File: config.mk
export PLATFORM = sky130hd
export DESIGN_NAME = switch_matrix_scan_debounce
export DESIGN_NICKNAME = d
export VERILOG_FILES = /design/src/sv/smsd_pkg.sv /design/src/sv/smsd_avg_div.sv /design/src/sv/switch_matrix_scan_debounce.sv
export SDC_FILE = /design/constraint.sdc
export NUM_CORES = 1
export LEC_CHECK = 0
export ABC_CLOCK_PERIOD_IN_PS = 7650
export BUFFER_PORTS_ARGS = -buffer_cell sky130_fd_sc_hd__buf_2
export CORE_ASPECT_RATIO = 1.4
export CORE_MARGIN = 1.5
export CORE_UTILIZATION = 35
export CTS_BUF_LIST = sky130_fd_sc_hd__clkbuf_8
export DETAILED_ROUTE_END_ITERATION = 8
export PLACE_DENSITY = 0.52
export SLEW_MARGIN = 20
export SYNTH_ARGS = -nofsm -noshare
export SYNTH_HDL_FRONTEND = slang
export SYNTH_SLANG_ARGS = --single-unit
export TNS_END_PERCENT = 30
File: constraint.sdc
create_clock -name clock -period 7.65 [get_ports clock]
set_input_delay 1.53 -clock clock [delete_from_list [all_inputs] [get_ports clock]]
set_output_delay 1.53 -clock clock [all_outputs]
set_load 0.03 [all_outputs]
File: src/sv/smsd_pkg.sv
// ----------------------------------------------------------------------------
// smsd_pkg
// shared widths and the result beat layout of the key matrix scanner
// ----------------------------------------------------------------------------
`default_nettype none

package smsd_pkg;

   localparam int KeyWidth    = 8;   // column bits per row in the key store
   localparam int AdcWidth    = 8;
   localparam int SumWidth    = 11;  // running analog sum, wraps
   localparam int AvgWidth    = 8;
   localparam int DriveWidth  = 2;
   localparam int CfgWidth    = 3;   // one active-low bit per reported row
   localparam int OutRows     = 3;   // rows reported on the result beat
   localparam int RecipShift  = 16;  // fraction bits of the averaging reciprocal

   localparam int ReqDataWidth = 16;
   localparam int RspDataWidth = 40;

   // result beat payload, drive_row in the lowest bits
   typedef struct packed {
      logic [AvgWidth-1:0]   analog_value;
      logic [KeyWidth-1:0]   keys_row2;
      logic [KeyWidth-1:0]   keys_row1;
      logic [KeyWidth-1:0]   keys_row0;
      logic [DriveWidth-1:0] drive_row;
   } result_type;

endpackage : smsd_pkg

`default_nettype wire

File: src/sv/smsd_avg_div.sv
// ----------------------------------------------------------------------------
// smsd_avg_div
// divides the analog sum by the ticks of one full scan (2 * ROWS)
// ----------------------------------------------------------------------------
`default_nettype none

module smsd_avg_div #(
   parameter int ROWS = 3
) (
   input  wire logic [smsd_pkg::SumWidth-1:0] sum,
   output      logic [smsd_pkg::AvgWidth-1:0] average
);

   localparam int HalfWidth = smsd_pkg::SumWidth - 1;
   // ceil(2^16 / ROWS); exact floor for any 10-bit dividend and ROWS up to 8
   localparam int RecipWidth = smsd_pkg::RecipShift + 1;
   localparam logic [RecipWidth-1:0] Recip =
      RecipWidth'(((1 << smsd_pkg::RecipShift) + ROWS - 1) / ROWS);
   localparam int ProdWidth = HalfWidth + RecipWidth;

   logic [HalfWidth-1:0] half;
   logic [ProdWidth-1:0] product;

   // divide by two is a shift, divide by rows is a reciprocal multiply
   assign half    = sum[smsd_pkg::SumWidth-1:1];
   assign product = ProdWidth'(half) * ProdWidth'(Recip);
   assign average = product[smsd_pkg::RecipShift +: smsd_pkg::AvgWidth];

endmodule : smsd_avg_div

`default_nettype wire

File: src/sv/switch_matrix_scan_debounce.sv
// ----------------------------------------------------------------------------
// switch_matrix_scan_debounce
// key matrix scanner with two-sample agreement debounce and analog averaging
// ----------------------------------------------------------------------------
// each req beat is one scan tick: the raw column read of the row now driven
// and one adc sample. each rsp beat gives the row to drive next, the
// debounced keys of rows 0..2, the averaged analog value and, in tuser, a
// flag that the average was renewed on this tick.
// every row is read on two successive ticks; on the second one a key bit
// takes the new read only where both reads agree, then the row advances.
// after every 2*ROWS ticks the adc sum divided by 2*ROWS becomes the new
// analog value and the sum starts over.
// csr port: one write sets the active-low row mask (bit r inverts row r);
// write it only while no tick is in flight. csr_ready is always high.
// path: a req beat is taken into the input register and then, on a step, its
// result goes into the result register, from which its rsp beat is offered.
// throughput: one beat per cycle while rsp is not stalled; the whole tick is one pass of logic
// between the input register and the result register.
// a stalled rsp holds its beat; one more req beat is taken into the input
// register, then req_tready drops until rsp moves again.
// reset clears the row counter, the key store, the sum and the average, and
// loads the active-low mask with rows 0 and 1 set.
// ----------------------------------------------------------------------------
`default_nettype none

module switch_matrix_scan_debounce #(
   parameter int ROWS    = 3,
   parameter int COLUMNS = 8
) (
   input  wire logic                                clock,
   input  wire logic                                reset,
   // request ticks
   input  wire logic                                req_tvalid,
   output      logic                                req_tready,
   input  wire logic [smsd_pkg::ReqDataWidth-1:0]   req_tdata,   // column_bits, adc_sample
   // results
   output      logic                                rsp_tvalid,
   input  wire logic                                rsp_tready,
   output      logic [smsd_pkg::RspDataWidth-1:0]   rsp_tdata,   // drive_row, keys_row0,
                                                                 // keys_row1, keys_row2,
                                                                 // analog_value, zero pad
   output      logic                                rsp_tuser,   // analog_fresh
   // active-low row mask
   input  wire logic                                csr_valid,
   output      logic                                csr_ready,
   input  wire logic [smsd_pkg::CfgWidth-1:0]       csr_data
);

   localparam int RowWidth = (ROWS > 1) ? $clog2(ROWS) : 1;
   localparam int KW       = smsd_pkg::KeyWidth;
   localparam logic [KW-1:0] ColMask =
      (COLUMNS >= KW) ? {KW{1'b1}} : KW'((1 << COLUMNS) - 1);
   localparam logic [RowWidth-1:0] LastRow = RowWidth'(ROWS - 1);
   localparam logic [smsd_pkg::CfgWidth-1:0] MaskReset = smsd_pkg::CfgWidth'(3);

   // input register
   logic                 in_valid_ff, in_valid_in;
   logic [KW-1:0]        in_cols_ff;
   logic [smsd_pkg::AdcWidth-1:0] in_adc_ff;

   // scan state
   logic [smsd_pkg::CfgWidth-1:0] low_mask_ff;
   logic [RowWidth-1:0]  row_ff, row_in;
   logic                 second_ff;
   logic [KW-1:0]        prev_ff;
   logic [KW-1:0]        keys_ff [ROWS];
   logic [smsd_pkg::SumWidth-1:0] sum_ff, sum_in;
   logic [smsd_pkg::AvgWidth-1:0] avg_ff, avg_in;

   // result register
   logic                 rsp_valid_ff, rsp_valid_in;
   smsd_pkg::result_type rsp_data_ff, rsp_data_in;
   logic                 rsp_fresh_ff;

   logic                 req_fire;
   logic                 step;
   logic                 invert;
   logic [KW-1:0]        cols;
   logic [KW-1:0]        agree;
   logic [KW-1:0]        key_new;
   logic                 last_row;
   logic                 fresh;
   logic [smsd_pkg::SumWidth-1:0] sum_add;
   logic [smsd_pkg::AvgWidth-1:0] quotient;
   logic [smsd_pkg::OutRows-1:0][KW-1:0] keys_vis;

   // handshakes
   assign req_fire   = req_tvalid && req_tready;
   assign step       = in_valid_ff && (!rsp_valid_ff || rsp_tready);
   assign req_tready = !in_valid_ff || step;
   assign csr_ready  = 1'b1;

   always_comb begin
      priority if (req_fire) begin
         in_valid_in = 1'b1;
      end else if (step) begin
         in_valid_in = 1'b0;
      end else begin
         in_valid_in = in_valid_ff;
      end
   end

   // row polarity, only the reported rows have a mask bit
   assign invert = (int'(row_ff) < smsd_pkg::OutRows) && low_mask_ff[2'(row_ff)];
   assign cols   = in_cols_ff ^ {KW{invert}};

   // agreement debounce, columns past COLUMNS stay zero
   assign agree   = ~(cols ^ prev_ff) & ColMask;
   assign key_new = (keys_ff[row_ff] & ~agree) | (cols & agree);

   assign last_row = (row_ff == LastRow);
   assign fresh    = second_ff && last_row;

   always_comb begin
      priority if (second_ff && last_row) begin
         row_in = '0;
      end else if (second_ff) begin
         row_in = RowWidth'(row_ff + 1'b1);
      end else begin
         row_in = row_ff;
      end
   end

   // analog sum and average
   assign sum_add = smsd_pkg::SumWidth'(sum_ff + smsd_pkg::SumWidth'(in_adc_ff));

   smsd_avg_div #(
      .ROWS    (ROWS)
   ) u_avg_div (
      .sum     (sum_add),
      .average (quotient)
   );

   assign sum_in = fresh ? '0 : sum_add;
   assign avg_in = fresh ? quotient : avg_ff;

   // keys as they stand after this tick
   for (genvar g = 0; g < smsd_pkg::OutRows; g++) begin : g_vis
      if (g < ROWS) begin : g_row
         assign keys_vis[g] = (second_ff && row_ff == RowWidth'(g)) ? key_new : keys_ff[g];
      end else begin : g_absent
         assign keys_vis[g] = '0;
      end
   end

   always_comb begin
      rsp_data_in.drive_row    = smsd_pkg::DriveWidth'(row_in);
      rsp_data_in.keys_row0    = keys_vis[0];
      rsp_data_in.keys_row1    = keys_vis[1];
      rsp_data_in.keys_row2    = keys_vis[2];
      rsp_data_in.analog_value = avg_in;
   end

   always_comb begin
      priority if (step) begin
         rsp_valid_in = 1'b1;
      end else if (rsp_tready) begin
         rsp_valid_in = 1'b0;
      end else begin
         rsp_valid_in = rsp_valid_ff;
      end
   end

   // control state
   always_ff @(posedge clock) begin
      if (reset) begin
         in_valid_ff  <= 1'b0;
         rsp_valid_ff <= 1'b0;
         low_mask_ff  <= MaskReset;
         row_ff       <= '0;
         second_ff    <= 1'b0;
         prev_ff      <= '0;
         sum_ff       <= '0;
         avg_ff       <= '0;
      end else begin
         in_valid_ff  <= in_valid_in;
         rsp_valid_ff <= rsp_valid_in;
         if (csr_valid && csr_ready) begin
            low_mask_ff <= csr_data;
         end
         if (step) begin
            row_ff    <= row_in;
            second_ff <= !second_ff;
            prev_ff   <= cols;
            sum_ff    <= sum_in;
            avg_ff    <= avg_in;
         end
      end
   end

   // key store, one byte per row
   always_ff @(posedge clock) begin
      if (reset) begin
         for (int r = 0; r < ROWS; r++) begin
            keys_ff[r] <= '0;
         end
      end else if (step && second_ff) begin
         keys_ff[row_ff] <= key_new;
      end
   end

   // payload registers
   always_ff @(posedge clock) begin
      if (req_fire) begin
         in_cols_ff <= req_tdata[KW-1:0];
         in_adc_ff  <= req_tdata[KW +: smsd_pkg::AdcWidth];
      end
      if (step) begin
         rsp_data_ff  <= rsp_data_in;
         rsp_fresh_ff <= fresh;
      end
   end

   assign rsp_tvalid = rsp_valid_ff;
   assign rsp_tdata  = smsd_pkg::RspDataWidth'(rsp_data_ff);
   assign rsp_tuser  = rsp_fresh_ff;

   // row counter stays inside the matrix
   a_row_range: assert property (@(posedge clock) disable iff (reset)
      row_ff <= LastRow)
      else $error("row counter beyond last row");

   // a fresh average only comes with the wrap back to row 0
   a_fresh_wrap: assert property (@(posedge clock) disable iff (reset)
      rsp_tvalid && rsp_tuser |-> rsp_tdata[smsd_pkg::DriveWidth-1:0] == '0)
      else $error("fresh average without row wrap");

   // the first read of a row never advances the row
   a_first_holds: assert property (@(posedge clock) disable iff (reset)
      step && !second_ff |=> $stable(row_ff))
      else $error("row advanced on first read");

   // the sum restarts after each average
   a_sum_clear: assert property (@(posedge clock) disable iff (reset)
      step && fresh |=> sum_ff == '0)
      else $error("analog sum not cleared");

endmodule : switch_matrix_scan_debounce

`default_nettype wire
### Word-level counts from Yosys, hierarchy flattened

Memory sizes are Yosys's and may differ from the RTL's. A register that Yosys moved wholly into a read port is not among the register bits.
Index checks and enable logic that the tools add are counted.

* $add $sub $neg: 2
* $mul: 1
* order comparisons: 2
* equality and inequality tests: 2
* muxes and demuxes: 23
* bitwise gates (word level): 7
* reductions and logical operators: 16

Operator list (count)
* $mux 8: 5
* $mul 10x14->23 const B: 1
* $and 8x8->8: 2
* $not 8->8: 2
* $xor 8x8->8: 2
* $add 11x8->11: 1
* $mux 1: 11
* $mux 11: 1
* $mux 2: 5
* $or 8x8->8: 1
* $reduce_or 8->1: 1
* $logic_and 1x1->1: 7
* $reduce_bool 2->1: 2
* $logic_not 1->1: 3
* $lt 2x3->1 const B: 1
* $add 2x1->2 const B: 1
* $bmux 1 s2: 1
* $eq 2x1->1 const B: 1
* $eq 2x2->1 const B: 1
* $logic_not 2->1: 1
* $logic_or 1x1->1: 2
* $lt 2x2->1 const B: 1

* bits in registers: 86
* memory bits (writable): 24
* output and inout port bits: 44
* word-level logic and storage cells: 70
* memories: 1

Memories
* keys_ff: depth 3, width 8, read ports 4, clocked after memory_dff 1, write ports 3, line switch_matrix_scan_debounce.sv:66 `logic [KW-1:0] keys_ff [ROWS];`

### Longest topological paths before layout

Gate-level depths: netlist of the first run.

* depth after elaboration: 10
* mapped depth: 26
* gate-level depth less buffers: 26

### Modules after synthesis

From an unflattened synthesis of the first run, not the netlist that was laid out.

* cell total of the unflattened synthesis: 700
* area, all modules: 7447.1 µm²

By module, submodules not included
* switch_matrix_scan_debounce: instances 1, cells an instance 515, area each 5550.3 µm², sequential area each 3233.1 µm²
* smsd_avg_div: instances 1, cells an instance 185, area each 1896.8 µm², sequential area each 0.0 µm²

### Worst setup path after synthesis of the first run

No wires, ideal clock.

* path type: register to register
* start point: register in_adc_ff[1] (netlist name)
* end point: register rsp_data_ff (netlist bit rsp_tdata[26]), data pin
* setup time: 0.252 ns
* arrival time: 5.894 ns
* slack: 1.504 ns
* stages on the path, launching flop included: 26
* buffers on the path: 0
* clock period less this slack: 6.146 ns
* cell sequence: edfxtp_1 > ha_1 > a21o_1 > a21oi_1 > o21bai_1 > a2111o_1 > nand2_1 > xor2_1 > inv_1 > ha_1 > inv_1 > fa_1 > fa_1 > inv_1 > fa_1 > inv_1 > fa_1 > inv_1 > ha_1 > nand4_1 > a21oi_1 > a221o_1 > a311o_1 > xor2_1 > nand2_1 > nand2_1

* cells in the longest elaborated chain, start to end: 3

Ends and longest elaborated chain
* start, declared: line switch_matrix_scan_debounce.sv:59 `logic [smsd_pkg::AdcWidth-1:0] in_adc_ff;`
* start signal, assigned: line switch_matrix_scan_debounce.sv:206 `in_adc_ff <= req_tdata[KW +: smsd_pkg::AdcWidth];`
* $add 11x8->11: line switch_matrix_scan_debounce.sv:125 `assign sum_add = smsd_pkg::SumWidth'(sum_ff + smsd_pkg::SumWidth'(in_adc_ff));`
* $mul 10x14->23: line smsd_avg_div.sv:26 `assign product = ProdWidth'(half) * ProdWidth'(Recip);`
* $mux 8: line switch_matrix_scan_debounce.sv:135 `assign avg_in = fresh ? quotient : avg_ff;`
* net avg_in (one bit): line switch_matrix_scan_debounce.sv:68 `logic [smsd_pkg::AvgWidth-1:0] avg_ff, avg_in;`
* end signal, assigned: line switch_matrix_scan_debounce.sv:209 `rsp_data_ff <= rsp_data_in;`
* end, declared: line switch_matrix_scan_debounce.sv:72 `smsd_pkg::result_type rsp_data_ff, rsp_data_in;`

The timed path passes the listed nets, and every way through them passes these cells.
A chain may end at the register's enable or synchronous reset.

### Worst setup path after layout of the first run

* start point: register in_adc_ff[0] (netlist name)
* end point: register rsp_data_ff (netlist bit rsp_tdata[31]), data pin

Same word-level chain as after synthesis.

==> impl_metrics.json, run 1 <==
{
  "status": "finished clean",
  "cp.required_ns": 7.84,
  "synthDistinctLibCells": 54,
  "initial_utilization": 0.3548,
  "startpoint": "in_adc_ff[0]",
  "netlist.area_leader.share": 0.3443,
  "critPathArrivalTime_ns": 6.83,
  "synthTopCellsByArea": "edfxtp_1, ha_1, dfxtp_1",
  "cts_resized": 0,
  "period_needed_ns": 6.640,
  "rsz0062_at_grt": "no",
  "worstSetupPathType": "reg -> reg",
  "cts_root_buf": "clkbuf_8",
  "place_inst": 975,
  "antenna_found_initial": 0,
  "critPathCaptureType": "register",
  "final_common_cell": "inv_1",
  "vias": 4898,
  "route.detailed.drc": 0,
  "ys_seq_area_frac": 0.4467,
  "netlist_area_mm2": 0.007238,
  "ant_nets": 0,
  "dieArea_mm2": 0.02156,
  "grtUsageTotal": 0.1450,
  "clk_latency_ns": 0.43,
  "synth_enable_flop_cells": 83,
  "wl_per_cell_um": 15.14,
  "hold_buffers": 0,
  "crit_end": "rsp_tdata[31]",
  "stdcell_area_mm2": 0.008145,
  "synth_seq_cells": 120,
  "dpl.hpwl_um": 11720,
  "drt_iter0_markers": 226,
  "synthCells": 677,
  "synthToLayoutAreaGrowth_pct": 12.53,
  "worst_slack_ns": 1.010,
  "setup_tns_ns": 0,
  "tightest_slew_ns": 0.9863,
  "power_leakage_nw": 3.606,
  "clkTransAtPathRegs_ns": 0.08,
  "overflow": 0,
  "critPathMaxFanout": 6,
  "grt_pass1_wl_um": 24870,
  "layout-drive-gt1-share": 0.1478,
  "via_per_inst": 4.864,
  "regToRegSetupSlack_ns": 1.01,
  "postSynthAreaPerCell_um2": 10.69,
  "core_mm2": 0.02040,
  "dr.pass1.iters": 4,
  "timing.fmax_mhz": 150.6,
  "grt_max_degree": 62,
  "num_rows": 62,
  "ys_warn_count": 0,
  "cts_buffers": 17,
  "yosysTopAreaCell": "edfxtp_1",
  "ys.flop_type": "edfxtp_1",
  "hp-class": "reg -> reg",
  "ys_async_sr_fraction": 0,
  "final_hold_viol_count": 0,
  "fillers": 1977,
  "power_mw": 2.715,
  "layout_common_cells": "inv_1, edfxtp_1, ha_1",
  "ir_drop_v": 0.0001782,
  "grt_pass1_vias": 5090,
  "placed_area_mm2": 0.007767,
  "r2r-end": "rsp_tdata[31]",
  "holdWs_ns": 0.4600,
  "htree_levels": 4,
  "gp_congestion": 0.7859,
  "cts_setup_buffers": 0,
  "r2r_cells": 24,
  "p_per_area_mw_per_mm2": 333.4,
  "die_h_um": 173.2,
  "setup_viol": 0,
  "drv_slew": 0,
  "cts.path.max_buffers": 2,
  "fin_nets": 866,
  "max-cap-violations": 0,
  "diodes": 0,
  "die_w_um": 124.5,
  "fin_skew_ns": 0.01477,
  "wl_um": 15250,
  "r2r-start": "in_adc_ff[0]",
  "finalCritPeriodShare": 0.8679,
  "pre_cts_slack_ns": 0.9857,
  "cts_sinks": 120,
  "pin_count": 68,
  "post-route-util": 0.3992,
  "fin_cells": 1007,
  "cts_tree": "done",
  "cp-start-kind": "register",
  "io_buffers": 60,
  "maxSlewHeadroom": 0.3425
}
[synth_stat cells (all sizes together), types with 3 or more instances]
cell type,count
a211o,3
a211oi,10
a21o,8
a21oi,35
a22oi,6
a31oi,3
and2,3
buf,11
clkbuf,14
dfxtp,37
edfxtp,83
fa,30
ha,74
inv,92
mux4,8
nand2,66
nand2b,7
nand3,9
nand3b,4
nand4,3
nor2,62
nor2b,5
o21ai,41
o21bai,4
or3,3
xnor2,21
xor2,9
[worst min path at each step]
stage              start         to  slack (ns)  cells after the start
6_report       avg_ff[0]  avg_ff[0]        0.46                      2
5_1_grt        avg_ff[0]  avg_ff[0]        0.48                      2
4_1_cts        avg_ff[0]  avg_ff[0]        0.46                      2
3_5_place_dp   avg_ff[0]  avg_ff[0]        0.45                      2
3_3_place_gp   avg_ff[2]  avg_ff[2]        0.44                      2
2_1_floorplan  sum_ff[0]  sum_ff[0]        0.44                      2
[logic make-up (layout without fill, tap and decap cells)]
| group | after synthesis | after routing | share of synthesized area |
|---|---|---|---|
| compound gates | 123 | 123 | 0.1065 |
| xor+xnor | 30 | 30 | 0.03630 |
| fa+ha+maj | 104 | 104 | 0.2109 |
| buf+inv | 117 | 186 | 0.06500 |
| flops | 120 | 120 | 0.4467 |
| mux | 12 | 12 | 0.03077 |
| other cells | 2 | 7 | 0.001038 |
| simple gates | 169 | 169 | 0.1029 |
[worst max-delay path, cell delays in order (launching register included)]
cell,delay [ns]
edfxtp_1,0.38
ha_1,0.24
fa_1,0.43
a211oi_1,0.43
o21ai_0,0.15
and2_1,0.17
nor2_1,0.15
xnor2_1,0.16
ha_1,0.28
fa_1,0.60
inv_1,0.08
fa_1,0.54
inv_1,0.06
fa_1,0.50
inv_1,0.05
fa_1,0.49
inv_1,0.04
ha_1,0.33
a21oi_1,0.19
o211ai_1,0.10
a31oi_1,0.27
o21ai_4,0.13
a31oi_1,0.23
xnor2_1,0.12
mux2_2,0.27
[metal layers]
metal  wire length, um  GRT usage  up-vias
met1              5987     0.1523     2363
met2              8509     0.2786       87
met3               500    0.03125       14
met4               247    0.05460        0
li1                  -          -     2434
met5                 0          0        -
[final cells by class]
type / count / area [um^2] / share of cell area
clock buffer: 17 / 234.0 / 0.02872
clock inverter: 15 / 141.4 / 0.01736
inverter: 92 / 345.3 / 0.04240
multi-input combinational: 445 / 3556 / 0.4366
sequential: 120 / 3233 / 0.3969
tap: 256 / 320.3 / 0.03932
timing repair buffer: 62 / 315.3 / 0.03871
[registers in the layout, summed over array words and instances (netlist names), 2 cells and up, named ones only]
| signal | count |
|---|---|
| prev_ff | 8 |
| in_cols_ff | 8 |
| avg_ff | 8 |
| in_adc_ff | 8 |
| sum_ff | 11 |
| keys_ff | 32 |
| row_ff | 2 |
| low_mask_ff | 3 |
| rsp_tdata | 34 |
[where the power goes]
| part | leakage (nW) | switching [mW] | total, mW | internal [mW] |
|---|---|---|---|---|
| Clock | 0.189 | 0.278 | 0.541 | 0.263 |
| Sequential | 1.11 | 0.0168 | 0.744 | 0.728 |
| Combinational | 2.30 | 0.852 | 1.43 | 0.578 |
(Power assumes the default switching activity.)
==> inputs of run 2 (changes only) <==
CELL_PAD_IN_SITES_DETAIL_PLACEMENT = 1   (was not set)
CELL_PAD_IN_SITES_GLOBAL_PLACEMENT = 1   (was not set)
PLACE_DENSITY = 0.62   (was 0.52)
==> run 2 against run 1 <==
Effect of this change: routed wire length grew 10%; first-iteration DRC count shrank 25%; sequential cell count is the same; sequential power is essentially flat; maximum frequency shrank 0.54%; worst setup slack lost 0.036 ns; clock skew shrank 0.0027 ns; design area grew 0.23%; sequential share of layout area shrank 0.091 points; global-route usage grew 1.8 points; core utilization grew 0.092 points; worst hold slack gained 0.0067 ns; largest cell class unchanged; largest power group unchanged; highest routed layer unchanged.
==> impl_metrics.json, run 2 (synthesis results as in run 1) <==
{
  "status": "finished clean",
  "period_needed_ns": 6.676,
  "final_hold_viol_count": 0,
  "final_common_cell": "inv_1",
  "clkTransAtPathRegs_ns": 0.07,
  "worstHoldStart": "sum_ff[0]",
  "fin_nets": 869,
  "gp_congestion": 0.7443,
  "ir_drop_v": 0.0001531,
  "critPathMaxFanout": 6,
  "r2r-start": "in_adc_ff[1]",
  "cts_buffers": 17,
  "cts_setup_buffers": 0,
  "antenna_found_initial": 0,
  "finalCritPeriodShare": 0.8727,
  "grt_pass1_wl_um": 27790,
  "max-cap-violations": 0,
  "r2r-end": "rsp_tdata[32]",
  "holdPathEnd": "sum_ff[0]",
  "diodes": 0,
  "wl_um": 16830,
  "clk_latency_ns": 0.45,
  "overflow": 0,
  "synthToLayoutAreaGrowth_pct": 12.79,
  "cts_root_buf": "clkbuf_8",
  "setup_viol": 0,
  "dieArea_mm2": 0.02156,
  "hp-class": "reg -> reg",
  "wl_per_cell_um": 16.66,
  "pin_count": 68,
  "cp.required_ns": 7.85,
  "layout_common_cells": "inv_1, edfxtp_1, ha_1",
  "initial_utilization": 0.3548,
  "power_leakage_nw": 3.625,
  "vias": 5049,
  "fillers": 2272,
  "maxSlewHeadroom": 0.2753,
  "hold_buffers": 0,
  "largest_register_ffs": 34,
  "power_mw": 2.795,
  "die_w_um": 124.5,
  "route.detailed.drc": 0,
  "layout-drive-gt1-share": 0.1459,
  "setup_tns_ns": 0,
  "die_h_um": 173.2,
  "num_rows": 62,
  "rsz0062_at_grt": "no",
  "grt_max_degree": 62,
  "cts.path.max_buffers": 2,
  "cts_sinks": 120,
  "dpl.hpwl_um": 13070,
  "ant_nets": 0,
  "dr.pass1.iters": 4,
  "core_mm2": 0.02040,
  "io_buffers": 60,
  "regToRegSetupSlack_ns": 0.97,
  "drv_slew": 0,
  "hold_depth": 2,
  "cts_tree": "done",
  "tightest_slew_ns": 1.087,
  "cp-start-kind": "register",
  "cts_resized": 0,
  "worstSetupPathType": "reg -> reg",
  "critPathCaptureType": "register",
  "via_per_inst": 4.999,
  "critPathArrivalTime_ns": 6.88,
  "fin_skew_ns": 0.01211,
  "r2r_cells": 25,
  "p_per_area_mw_per_mm2": 342.4,
  "drt_iter0_markers": 170,
  "timing.fmax_mhz": 149.8,
  "htree_levels": 4,
  "grtUsageTotal": 0.1631,
  "grt_pass1_vias": 5770
}
## run 2: routing by layer
layer,up-vias,routed length [um],global-route usage
met4,0,453,0.06849
met5,-,0,0
met1,2489,6245,0.1564
met3,37,534,0.03496
li1,2435,-,-
met2,88,9596,0.3274
## run 2: area by class of cell
cell class              instances  area (um^2)  area share
repair buffers                 65        337.8     0.04138
clock inverters                15        140.1     0.01716
flip-flops and latches        120         3233      0.3960
well taps                     256        320.3     0.03923
multi-input cells             445         3553      0.4352
clock buffers                  17        234.0     0.02866
inverters                      92        345.3     0.04230
## run 2: per-stage QoR
step	instance area, um^2	util	hold WS (ns)	std cells	worst slack (ns)
after CTS	8164	0.4002	0.4661	1010	0.9266
after floorplan	7257	-	0.4356	682	1.504
after detailed placement	7790	0.3818	0.4574	978	0.9348
after global routing	8164	0.4002	0.4908	1010	0.5475
final	8164	0.4002	0.4666	1010	0.9740
after global placement	7790	0.3818	0.4421	978	1.177
## run 2: report_power, final
group | total [mW] | switching, mW | internal [mW] | leakage (nW)
clock | 0.549 | 0.265 | 0.284 | 0.195
sequential | 0.745 | 0.0174 | 0.728 | 1.11
combinational | 1.50 | 0.909 | 0.591 | 2.32
total | 2.80 | 1.19 | 1.60 | 3.63
## run 2: how the worst max path moves through the flow
stage / from / endpoint / slack, ns
floorplan: in_adc_ff[1] / rsp_tdata[26] / 1.50
global placement: in_adc_ff[0] / rsp_tdata[31] / 1.18
detailed placement: in_adc_ff[1] / rsp_tdata[32] / 0.93
CTS: in_adc_ff[1] / rsp_tdata[32] / 0.93
global route: in_adc_ff[1] / rsp_tdata[32] / 0.55
finish: in_adc_ff[1] / rsp_tdata[32] / 0.97
## run 2: worst max-delay path: stages (launching register included)
cell and delay (ns):
edfxtp_1 0.43, ha_1 0.32, a21o_1 0.16, a21oi_1 0.21, o21bai_1 0.13, a2111o_1 0.45
nand2_1 0.10, xor2_1 0.29, inv_1 0.17, ha_1 0.31, inv_1 0.06, fa_1 0.50
fa_1 0.51, inv_1 0.05, fa_1 0.50, inv_1 0.05, fa_1 0.50, inv_1 0.04
ha_1 0.32, nand4_1 0.10, a21oi_1 0.23, a22oi_2 0.16, o21ai_4 0.24, a41oi_2 0.16
xnor2_1 0.16, mux2_2 0.26
